<file path="config.mk">
export PLATFORM = sky130hd
export DESIGN_NAME = circular_deque
export DESIGN_NICKNAME = d
export VERILOG_FILES = /design/src/rtl/cdq_pkg.sv /design/src/rtl/circular_deque.sv /design/src/rtl/cdq_ram.sv /design/src/rtl/cdq_ctrl.sv
export SDC_FILE = /design/constraint.sdc
export NUM_CORES = 2
export LEC_CHECK = 0
export BUFFER_PORTS_ARGS = -buffer_cell sky130_fd_sc_hd__buf_2
export CAP_MARGIN = 15
export CORE_ASPECT_RATIO = 0.75
export CORE_MARGIN = 1.5
export CORE_UTILIZATION = 50
export CTS_CLUSTER_DIAMETER = 120
export DETAILED_ROUTE_END_ITERATION = 10
export HOLD_SLACK_MARGIN = 0.15
export PLACE_DENSITY = 0.66
export SYNTH_ARGS = -nofsm -noshare
export SYNTH_HDL_FRONTEND = slang
export SYNTH_HIERARCHICAL = 1
export SYNTH_SLANG_ARGS = --single-unit
export TNS_END_PERCENT = 20
</file>
<file path="constraint.sdc">
create_clock -name clk -period 7.4 [get_ports clk]
set_input_delay 0.37 -clock clk [delete_from_list [all_inputs] [get_ports clk]]
set_output_delay 0.37 -clock clk [all_outputs]
set_load 0.05 [all_outputs]
</file>
<file path="src/rtl/cdq_pkg.sv">
// ----------------------------------------------------------------------------
// cdq_pkg
// Shared types and constants of the circular deque: command codes, register
// decode and the per-transaction status passed from control to output stage.
// ----------------------------------------------------------------------------
package cdq_pkg;

	typedef enum logic [1:0] {
		CMD_PUSH_REAR  = 2'd0,
		CMD_PUSH_FRONT = 2'd1,
		CMD_POP_FRONT  = 2'd2,
		CMD_POP_REAR   = 2'd3
	} cmd_t;

	localparam int CAP_W = 7;

	// register index, taken from paddr[2]
	localparam logic REG_CAPACITY = 1'b0;

	localparam logic [CAP_W-1:0] CAP_RESET = 7'd64;

	typedef struct packed {
		logic             is_pop;
		logic             error;
		logic [CAP_W-1:0] count_after;
		logic             empty_after;
		logic             is_full;
	} res_info_t;

endpackage

</file>
<file path="src/rtl/circular_deque.sv">
// ----------------------------------------------------------------------------
// circular_deque
// Double-ended queue held in a ring store, with an APB-style capacity register.
//
//   channel   direction  handshake              payload
//   input     in         in_valid / in_stall    command, data_in
//   output    out        out_valid / out_stall  data_out, error, count_after,
//                                               empty_after, is_full
//   config    in/out     psel/penable/pready    paddr, pwdata, prdata
//
// One transaction is accepted per cycle while in_stall is low; the ring store
// is read at the accepting edge and the result is loaded into the output
// register when the read stage moves on, which waits while the output is held.
// Pointers and count are updated at acceptance, so the next transaction may
// follow at once. Reset empties the deque and sets capacity to 64; no clearing
// pass. When the output register is held and the read stage is full, in_stall rises.
// ----------------------------------------------------------------------------
module circular_deque #(
	parameter int MAX_DEPTH  = 64,
	parameter int DATA_WIDTH = 32
) (
	input  logic               clk,
	input  logic               arst_n,
	input  logic               in_valid,
	output logic               in_stall,
	input  logic [1:0]         command,
	input  logic signed [31:0] data_in,
	output logic               out_valid,
	input  logic               out_stall,
	output logic signed [31:0] data_out,
	output logic               error,
	output logic [6:0]         count_after,
	output logic               empty_after,
	output logic               is_full,
	input  logic               psel,
	input  logic               penable,
	input  logic               pwrite,
	input  logic [2:0]         paddr,
	input  logic [31:0]        pwdata,
	output logic [31:0]        prdata,
	output logic               pready
);

	localparam int PW = $clog2(MAX_DEPTH);

	logic                          accept;
	logic                          cfg_we;
	logic [cdq_pkg::CAP_W-1:0]     capacity;
	logic                          ram_we;
	logic                          ram_re;
	logic [PW-1:0]                 ram_addr;
	logic [DATA_WIDTH-1:0]         ram_wdata;
	logic [DATA_WIDTH-1:0]         ram_rdata;
	logic [31:0]                   rd_word;
	cdq_pkg::res_info_t            info;

	logic                          valid_s1;
	cdq_pkg::res_info_t            info_s1;
	logic                          out_valid_q;
	logic [31:0]                   data_q;
	cdq_pkg::res_info_t            info_q;
	logic                          out_blocked;
	logic                          s1_move;

	assign pready = 1'b1;
	assign cfg_we = psel && penable && pwrite && (paddr[2] == cdq_pkg::REG_CAPACITY);
	assign prdata = (paddr[2] == cdq_pkg::REG_CAPACITY) ? 32'(capacity) : '0;

	assign out_blocked = out_valid_q && out_stall;
	assign in_stall    = valid_s1 && out_blocked;
	assign accept      = in_valid && !in_stall;
	assign s1_move     = valid_s1 && !out_blocked;

	// values are kept in the low DATA_WIDTH bits, zero extended on the way out
	if (DATA_WIDTH >= 32) begin : g_wide
		assign ram_wdata = DATA_WIDTH'($unsigned(data_in));
		assign rd_word   = ram_rdata[31:0];
	end else begin : g_narrow
		assign ram_wdata = data_in[DATA_WIDTH-1:0];
		assign rd_word   = 32'(ram_rdata);
	end

	cdq_ctrl #(
		.MAX_DEPTH(MAX_DEPTH)
	) u_ctrl (
		.clk      (clk),
		.arst_n   (arst_n),
		.accept   (accept),
		.command  (cdq_pkg::cmd_t'(command)),
		.cfg_we   (cfg_we),
		.cfg_wdata(pwdata[cdq_pkg::CAP_W-1:0]),
		.capacity (capacity),
		.ram_we   (ram_we),
		.ram_re   (ram_re),
		.ram_addr (ram_addr),
		.info     (info)
	);

	cdq_ram #(
		.WIDTH(DATA_WIDTH),
		.DEPTH(MAX_DEPTH)
	) u_ring (
		.clk  (clk),
		.we   (ram_we),
		.re   (ram_re),
		.addr (ram_addr),
		.wdata(ram_wdata),
		.rdata(ram_rdata)
	);

	always_ff @(posedge clk or negedge arst_n) begin
		if (!arst_n) begin
			valid_s1 <= 1'b0;
		end else if (accept) begin
			valid_s1 <= 1'b1;
		end else if (s1_move) begin
			valid_s1 <= 1'b0;
		end
	end

	always_ff @(posedge clk) begin
		if (accept) begin
			info_s1 <= info;
		end
	end

	always_ff @(posedge clk or negedge arst_n) begin
		if (!arst_n) begin
			out_valid_q <= 1'b0;
		end else if (s1_move) begin
			out_valid_q <= 1'b1;
		end else if (!out_stall) begin
			out_valid_q <= 1'b0;
		end
	end

	// read data stays put while the read stage waits, as no new read is issued
	always_ff @(posedge clk) begin
		if (s1_move) begin
			data_q <= (info_s1.is_pop && !info_s1.error) ? rd_word : '0;
			info_q <= info_s1;
		end
	end

	assign out_valid   = out_valid_q;
	assign data_out    = $signed(data_q);
	assign error       = info_q.error;
	assign count_after = info_q.count_after;
	assign empty_after = info_q.empty_after;
	assign is_full     = info_q.is_full;

endmodule

</file>
<file path="src/rtl/cdq_ram.sv">
// ----------------------------------------------------------------------------
// cdq_ram
// Generic single-port synchronous RAM with registered read data.
// ----------------------------------------------------------------------------
module cdq_ram #(
	parameter int WIDTH = 32,
	parameter int DEPTH = 64
) (
	input  logic                     clk,
	input  logic                     we,
	input  logic                     re,
	input  logic [$clog2(DEPTH)-1:0] addr,
	input  logic [WIDTH-1:0]         wdata,
	output logic [WIDTH-1:0]         rdata
);

	logic [WIDTH-1:0] mem [DEPTH];

	always_ff @(posedge clk) begin
		if (we) begin
			mem[addr] <= wdata;
		end
		if (re) begin
			rdata <= mem[addr];
		end
	end

endmodule

</file>
<file path="src/rtl/cdq_ctrl.sv">
// ----------------------------------------------------------------------------
// cdq_ctrl
// Pointer and count keeper of the deque. Decides each transaction at
// acceptance, issues the ring store access and reports the resulting status.
// ----------------------------------------------------------------------------
module cdq_ctrl #(
	parameter int MAX_DEPTH = 64
) (
	input  logic                         clk,
	input  logic                         arst_n,
	input  logic                         accept,
	input  cdq_pkg::cmd_t                command,
	input  logic                         cfg_we,
	input  logic [cdq_pkg::CAP_W-1:0]    cfg_wdata,
	output logic [cdq_pkg::CAP_W-1:0]    capacity,
	output logic                         ram_we,
	output logic                         ram_re,
	output logic [$clog2(MAX_DEPTH)-1:0] ram_addr,
	output cdq_pkg::res_info_t           info
);

	localparam int PW = $clog2(MAX_DEPTH);
	localparam int CW = $clog2(MAX_DEPTH + 1);

	logic [cdq_pkg::CAP_W-1:0] cap_q;
	logic [PW-1:0]             front_q;
	logic [PW-1:0]             rear_q;
	logic [CW-1:0]             count_q;

	logic [CW-1:0] eff_cap;
	logic [CW-1:0] front_inc;
	logic [CW-1:0] rear_inc;
	logic [PW-1:0] front_fwd;
	logic [PW-1:0] front_back;
	logic [PW-1:0] rear_fwd;
	logic [PW-1:0] rear_back;
	logic [PW-1:0] front_d;
	logic [PW-1:0] rear_d;
	logic [CW-1:0] count_d;
	logic          full;
	logic          empty;
	logic          err;

	// zero acts as one, anything above the store depth is clamped
	always_comb begin
		if (cap_q == '0) begin
			eff_cap = CW'(1);
		end else if (32'(cap_q) > 32'(MAX_DEPTH)) begin
			eff_cap = CW'(MAX_DEPTH);
		end else begin
			eff_cap = CW'(cap_q);
		end
	end

	assign front_inc  = CW'(front_q) + CW'(1);
	assign rear_inc   = CW'(rear_q) + CW'(1);
	assign front_fwd  = (front_inc >= eff_cap) ? '0 : PW'(front_inc);
	assign rear_fwd   = (rear_inc >= eff_cap) ? '0 : PW'(rear_inc);
	assign front_back = (front_q == '0) ? PW'(eff_cap - CW'(1)) : front_q - PW'(1);
	assign rear_back  = (rear_q == '0) ? PW'(eff_cap - CW'(1)) : rear_q - PW'(1);

	assign full  = (count_q >= eff_cap);
	assign empty = (count_q == '0);

	always_comb begin
		front_d  = front_q;
		rear_d   = rear_q;
		count_d  = count_q;
		ram_we   = 1'b0;
		ram_re   = 1'b0;
		ram_addr = rear_q;
		err      = 1'b0;
		case (command)
			cdq_pkg::CMD_PUSH_REAR: begin
				if (full) begin
					err = 1'b1;
				end else begin
					ram_we  = accept;
					rear_d  = rear_fwd;
					count_d = count_q + CW'(1);
				end
			end
			cdq_pkg::CMD_PUSH_FRONT: begin
				ram_addr = front_back;
				if (full) begin
					err = 1'b1;
				end else begin
					ram_we  = accept;
					front_d = front_back;
					count_d = count_q + CW'(1);
				end
			end
			cdq_pkg::CMD_POP_FRONT: begin
				ram_addr = front_q;
				if (empty) begin
					err = 1'b1;
				end else begin
					ram_re  = accept;
					front_d = front_fwd;
					count_d = count_q - CW'(1);
				end
			end
			cdq_pkg::CMD_POP_REAR: begin
				ram_addr = rear_back;
				if (empty) begin
					err = 1'b1;
				end else begin
					ram_re  = accept;
					rear_d  = rear_back;
					count_d = count_q - CW'(1);
				end
			end
			default: begin
				err = 1'b1;
			end
		endcase
	end

	assign info.is_pop      = (command == cdq_pkg::CMD_POP_FRONT) ||
	                          (command == cdq_pkg::CMD_POP_REAR);
	assign info.error       = err;
	assign info.count_after = cdq_pkg::CAP_W'(count_d);
	assign info.empty_after = (count_d == '0);
	assign info.is_full     = (count_d == eff_cap);

	assign capacity = cap_q;

	always_ff @(posedge clk or negedge arst_n) begin
		if (!arst_n) begin
			cap_q   <= cdq_pkg::CAP_RESET;
			front_q <= '0;
			rear_q  <= '0;
			count_q <= '0;
		end else if (cfg_we) begin
			// a capacity write also empties the deque
			cap_q   <= cfg_wdata;
			front_q <= '0;
			rear_q  <= '0;
			count_q <= '0;
		end else if (accept) begin
			front_q <= front_d;
			rear_q  <= rear_d;
			count_q <= count_d;
		end
	end

endmodule

</file>
# Yosys cells after proc, flatten, opt, wreduce, memory -nomap -nowiden
# Memory sizes are Yosys's and may differ from the RTL's. A register that Yosys moved wholly into a read port is not among the register bits.
# Cells that the tools add are included.
# word_totals
output_inout_bits	77
ram_bits	2048
ff_bits	81
word_cells	100
n_memories	1
input_bits	76
# op_classes
bitwise_logic	1
reduce_logical	26
mux	36
add_sub_neg	7
n_lt_le_gt_ge	4
eq_ne	9
# memory_table
name	words	width	read_ports	rd_ports_with_merged_regs	wr	line_no	text
u_ring.mem	64	32	1	1	1	cdq_ram.sv:17	logic [WIDTH-1:0] mem [DEPTH];
# ops
operator	n
$mux W6	12
$mux W7	7
$pmux W6 S2	2
$ge A7 B7 Y1	3
$logic_not A7 Y1	3
$pmux W6 S3	1
$sub A6 B1 Y6 const B	3
$add A6 B1 Y7 const B	2
$pmux W7 S2	1
$logic_not A6 Y1	2
$mux W1	12
$ne A3 B3 Y1 const B	4
$logic_and A1 B1 Y1	8
$reduce_and A4 Y1	2
$add A7 B1 Y7 const B	1
$eq A7 B7 Y1	1
$gt A7 B7 Y1 const B	1
$sub A7 B1 Y7 const B	1
$reduce_bool A3 Y1	2
$eq A2 B2 Y1 const B	2
$reduce_bool A2 Y1	2
$reduce_or A2 Y1	2
$logic_not A1 Y1	3
$eq A2 B1 Y1 const B	1
other kinds (5)	5

# Depth between registers and ports, before layout
# depth
word_depth	9
depth_mapped	22
mapped_depth_nobuf	15

# Modules after synthesis
# The synthesis kept the hierarchy.
# by_module_without_submodules
mod	instances	seq_area_each_um2	cells_per_inst	area_per_inst_um2
cdq_ram	1	62459.9	4239	79248.5
cdq_ctrl	1	651.9	425	3335.7
circular_deque	1	1641.6	133	2208.4

# Worst setup path after synthesis
# No wires, ideal clock.
# synth_timing
kind	register -> register
start	register u_ctrl.cap_q, in the netlist u_ctrl/capacity[0]
end	memory u_ring.mem[12][0], enable pin
slack_ps	2090
t_required_ps	6979
t_arrival_ps	4889
setup_time_ps	421
path_stages_with_launch	18
n_path_buf	7
period_less_slack_ps	5310
cell_sequence	dfrtp_1 nor4_2 a21oi_1 or2_0 buf_2 ha_1 xor2_1 nor2b_1 nor3_1 o32a_1 buf_2 buf_2 buf_2 buf_2 buf_2 buf_2 nand3_1 nor2_1
# synth_via
word_cells_on_any_way	13
classes_between	add/sub (1); order compare (2); mux (9); reduce/logical (1)
# synth_rtl
item	line_no	text
from (decl)	cdq_ctrl.sv:25	logic [cdq_pkg::CAP_W-1:0] cap_q;
from (signal assigned)	cdq_ctrl.sv:130	cap_q <= cdq_pkg::CAP_RESET;
from (signal assigned)	cdq_ctrl.sv:136	cap_q <= cfg_wdata;
$gt A7 B7 Y1	cdq_ctrl.sv:48	end else if (32'(cap_q) > 32'(MAX_DEPTH)) begin
$mux W7	cdq_ctrl.sv:48	
$mux W7 *	cdq_ctrl.sv:46	if (cap_q == '0) begin
$sub A6 B1 Y6 *	cdq_ctrl.sv:59, cdq_ctrl.sv:60	
$mux W6 (on tied branches)	cdq_ctrl.sv:60, cdq_ctrl.sv:59	
$pmux W6 S3 *	cdq_ctrl.sv:73	case (command)
named net ram_addr[2]	circular_deque.sv:51	logic [PW-1:0] ram_addr;
to (decl)	cdq_ram.sv:17	
# Mark *: on every way through the listed nets, which the timed path passes. The rest lies on a longest branch.

# Worst setup path in the final report
# layout_timing
start	register u_ctrl.cap_q, in the netlist u_ctrl/capacity[0]
end	register u_ring.rdata[0] (read register of u_ring.mem) (data pin)
# layout_via
elab_chain_cells	6
word_cells_on_any_way	8
classes_between	add/sub (1); order compare (1); mux (5); reduce/logical (1)
# layout_lines
item	line_no	text
$gt A7 B7 Y1	cdq_ctrl.sv:48	
$mux W7	cdq_ctrl.sv:48	
$mux W7 *	cdq_ctrl.sv:46	
$sub A6 B1 Y6 *	cdq_ctrl.sv:59, cdq_ctrl.sv:60	
$mux W6 (on tied branches)	cdq_ctrl.sv:60, cdq_ctrl.sv:59	
$pmux W6 S3 *	cdq_ctrl.sv:73	
named net ram_addr[1]	circular_deque.sv:51	
to (decl)	cdq_ram.sv:14	output logic [WIDTH-1:0] rdata
# Marks and branches as above.
# A chain may end at the register's enable or synchronous reset.

==> results.toml <==
[detailed_routing]
via_per_inst = 6.449
antenna_left = 0
remaining_drc_errors = 0
wl_per_cell_um = 31.36
drt-total-wl_um = 232300
vias = 47770
first_iter_violations = 7200
drtPass1Iterations = 9

[finish]
multi_input_area_mm2 = 0.01899
seq_area_mm2 = 0.06475
final_util_pct = 56.85
nFillCells = 12580
final_cell_mix = "2133 x edfxtp_1, 272 x mux2i_1, 197 x clkbuf_16"
fin_nets = 5097
final_layout_size_suffix_gt1_share_pct = 18.77
final_common_cell = "edfxtp_1"
syn2layout_area_growth_pct = 12.54

[pwr]
p_sw_share_pct = 35.14
p_total_mw = 35.87
p_leak_nw = 30.89
p_int_mw = 23.26
pwr_density_cell_mw_per_mm2 = 375.8
max-vdd-ir-drop_mv = 0.2756
pwr-share-clk_pct = 27.2
p_comb_share_pct = 33.3
pwr-share-seq_pct = 39.5
p_sw_mw = 12.61

[synthesis]
ys_ff_latch = 2161
async_reset_ff_share_pct = 1.296
synth_cell_types = 85
synth-seq-area-share_pct = 76.37
syn_area_mm2 = 0.08479
synth_warnings = 6
syn_inst = 4797
ys.flop_type = "edfxtp_1"
syn_area_per_cell_um2 = 17.68
synth_edf_count = 2133

[clocking]
clockRootBuffer = "clkbuf_16"
post-cts-setup-buffers = 0
h-tree-depth = 4
clk_pin_slew_worst_paths_ns = 0.07
clock_latency_ns = 0.86
cts_made_buffers = 195
cts_tree = "built"
clock_sinks = 2161
clockBufferDepth = 3

[sta]
holdWs_ns = 0.2136
clock_skew_ns = 0.03474
rsz0062_at_grt = "false"
period_share_pct = 84.00
period_minus_slack_ns = 6.216
maxSlewHeadroom_pct = 17.64
setup-violations-final = 0
setup_slack_ns = 1.184
tns_ns = 0
clock.fmax_mhz = 160.9
slew_violations = 0
hold_viol = 0
worst_pin_slew_ns = 1.232

[floorplanning]
row_count = 130
die_h_um = 359.6
io_pins = 153
die_x_um = 478.5
fp.dieArea_mm2 = 0.1721
start_util_pct = 50.51
core_mm2 = 0.1679

[worst_setup_path]
worstPathRequired_ns = 7.97
crit_type = "reg2reg"
crit_fanout = 28
critPathCaptureType = "register"
critPathArrivalTime_ns = 6.78
critPathLaunchType = "register"

[global_routing]
grt_start_max_net_pins = 112
overflow = 0
grt_pass1_vias = 45390
grt.total_usage_pct = 26.67
grt_pass1_wl_um = 331300
antenna_found_initial = 14

[job]
maxCapViolations = 0

[placed_design]
gp_congestion = 0.8801
port-buffer-count = 99
dpl.hpwl_um = 134500
pre_cts_ws_ns = 1.237

[hold_path]
holdCritPathClass = "in2reg"

[status]
status = "finished, final reports clean"
## critical path: stages, from the launching register on
cell and delay, ns:
dfrtp_1 0.47, nor4_2 0.39, a21oi_1 0.12, or2_0 0.38, ha_1 0.39, mux2i_1 0.17, o21ai_0 0.17, a32oi_4 0.62
buf_4 0.50, buf_4 0.53, nor2_4 0.28, buf_4 0.35, a22oi_1 0.24, nor2_1 0.07, or3_1 0.37, a2111oi_0 0.63
nand4_1 0.16
## cells by family after synthesis
logic type | Yosys count | share of synthesized area (%)
fa+ha+maj | 29 | 0.4279
flops | 2161 | 76.37
other cells | 2 | 0.008857
xor+xnor | 26 | 0.2685
mux | 525 | 7.872
compound gates | 1048 | 8.988
buf+inv | 385 | 2.126
simple gates | 621 | 3.941
## metal layers
layer  routed length [µm]  GRT usage, %  part of all wire, %  vias to the layer above
met5                   50             0                0.022                        -
li1                     -             -                    -                    20040
met4                 6910         7.663                  3.0                        8
met3                29330         7.370                   13                      342
met2                99830         37.85                   43                     2877
met1                96180         40.26                   41                    24500
## power by group through the flow
| stage | clock [mW] | sequential [mW] | combinational [mW] |
|---|---|---|---|
| 3_3_place_gp | 0 | 14.4 | 11.6 |
| 2_1_floorplan | 0 | 14.3 | 7.11 |
| 3_5_place_dp | 0 | 14.4 | 11.7 |
| 4_1_cts | 9.86 | 14.2 | 11.7 |
| 5_1_grt | 10.3 | 14.2 | 12.5 |
| 6_report | 9.74 | 14.2 | 12.0 |
## path summary, 6_finish.rpt
| path | start | depth (start not counted) | endpoint | slack (ns) |
|---|---|---|---|---|
| hold reg to reg | info_s1[6] | 0 | count_after[4] | 0.41 |
| hold / removal | command[1] | 1 | info_s1[10] | 0.21 |
| setup reg to reg | u_ctrl/capacity[0] | 16 | u_ring/rdata[0] | 1.18 |
| setup / recovery | u_ctrl/capacity[0] | 16 | u_ring/rdata[0] | 1.18 |
| min in group asynchronous | arst_n | 4 | valid_s1 | 0.58 |
| max in group asynchronous | arst_n | 4 | u_ctrl/count_q[4] | 6.63 |
## layout make-up
cell class | count | area share [%]
Timing Repair Buffer | 340 | 2.829
Antenna cell | 5 | 0.01311
Clock buffer | 245 | 5.365
Multi-Input combinational cell | 2275 | 19.90
Tap cell | 2244 | 2.942
Inverter | 19 | 0.08260
Clock inverter | 118 | 1.012
Sequential cell | 2161 | 67.86
## flip-flops by register name, summed over array words and instances (netlist names)
| signal | cells |
|---|---|
| u_ctrl/front_q | 6 |
| count_after | 7 |
| data_out | 32 |
| u_ctrl/rear_q | 6 |
| valid_s1 | 1 |
| u_ring/mem | 2048 |
| u_ring/rdata | 32 |
| out_valid | 1 |
| is_full | 1 |
| error | 1 |
| info_s1 | 11 |
| u_ctrl/capacity | 7 |
| empty_after | 1 |
| u_ctrl/count_q | 7 |
## cell usage after synthesis, drive strengths merged (16+ instances only)
master / n / share of area [%]
a211oi: 25 / 0.22
a21oi: 144 / 0.85
a221oi: 178 / 1.8
a222oi: 16 / 0.19
a22o: 66 / 0.68
a22oi: 189 / 1.7
a31oi: 48 / 0.35
and2: 41 / 0.33
and3: 97 / 0.72
buf: 173 / 1.2
clkbuf: 193 / 0.86
dfrtp: 27 / 0.80
edfxtp: 2133 / 76
ha: 29 / 0.43
inv: 18 / 0.080
mux2: 155 / 2.1
mux2i: 272 / 3.2
mux4: 98 / 2.6
nand2: 60 / 0.27
nand2b: 26 / 0.19
nand3: 74 / 0.44
nor2: 174 / 0.77
nor2b: 21 / 0.16
nor3: 37 / 0.23
nor4: 21 / 0.16
o21ai: 111 / 0.66
o22a: 70 / 0.72
o22ai: 95 / 0.70
o2bb2ai: 22 / 0.23
or4: 20 / 0.18
xnor2: 16 / 0.17
## what timing repair did
item	CTS	global route
resized for setup	0	0
hold buffers	16	3
hold endpoints to repair	79	72
## stage by stage
step	instance area [µm²]	std cells
global route	95420	7402
finish	95430	7407
CTS	95310	7395
global placement	89010	7014
detailed placement	89050	7016
floorplan	84880	4821
Power figures use the tool's default switching activity.
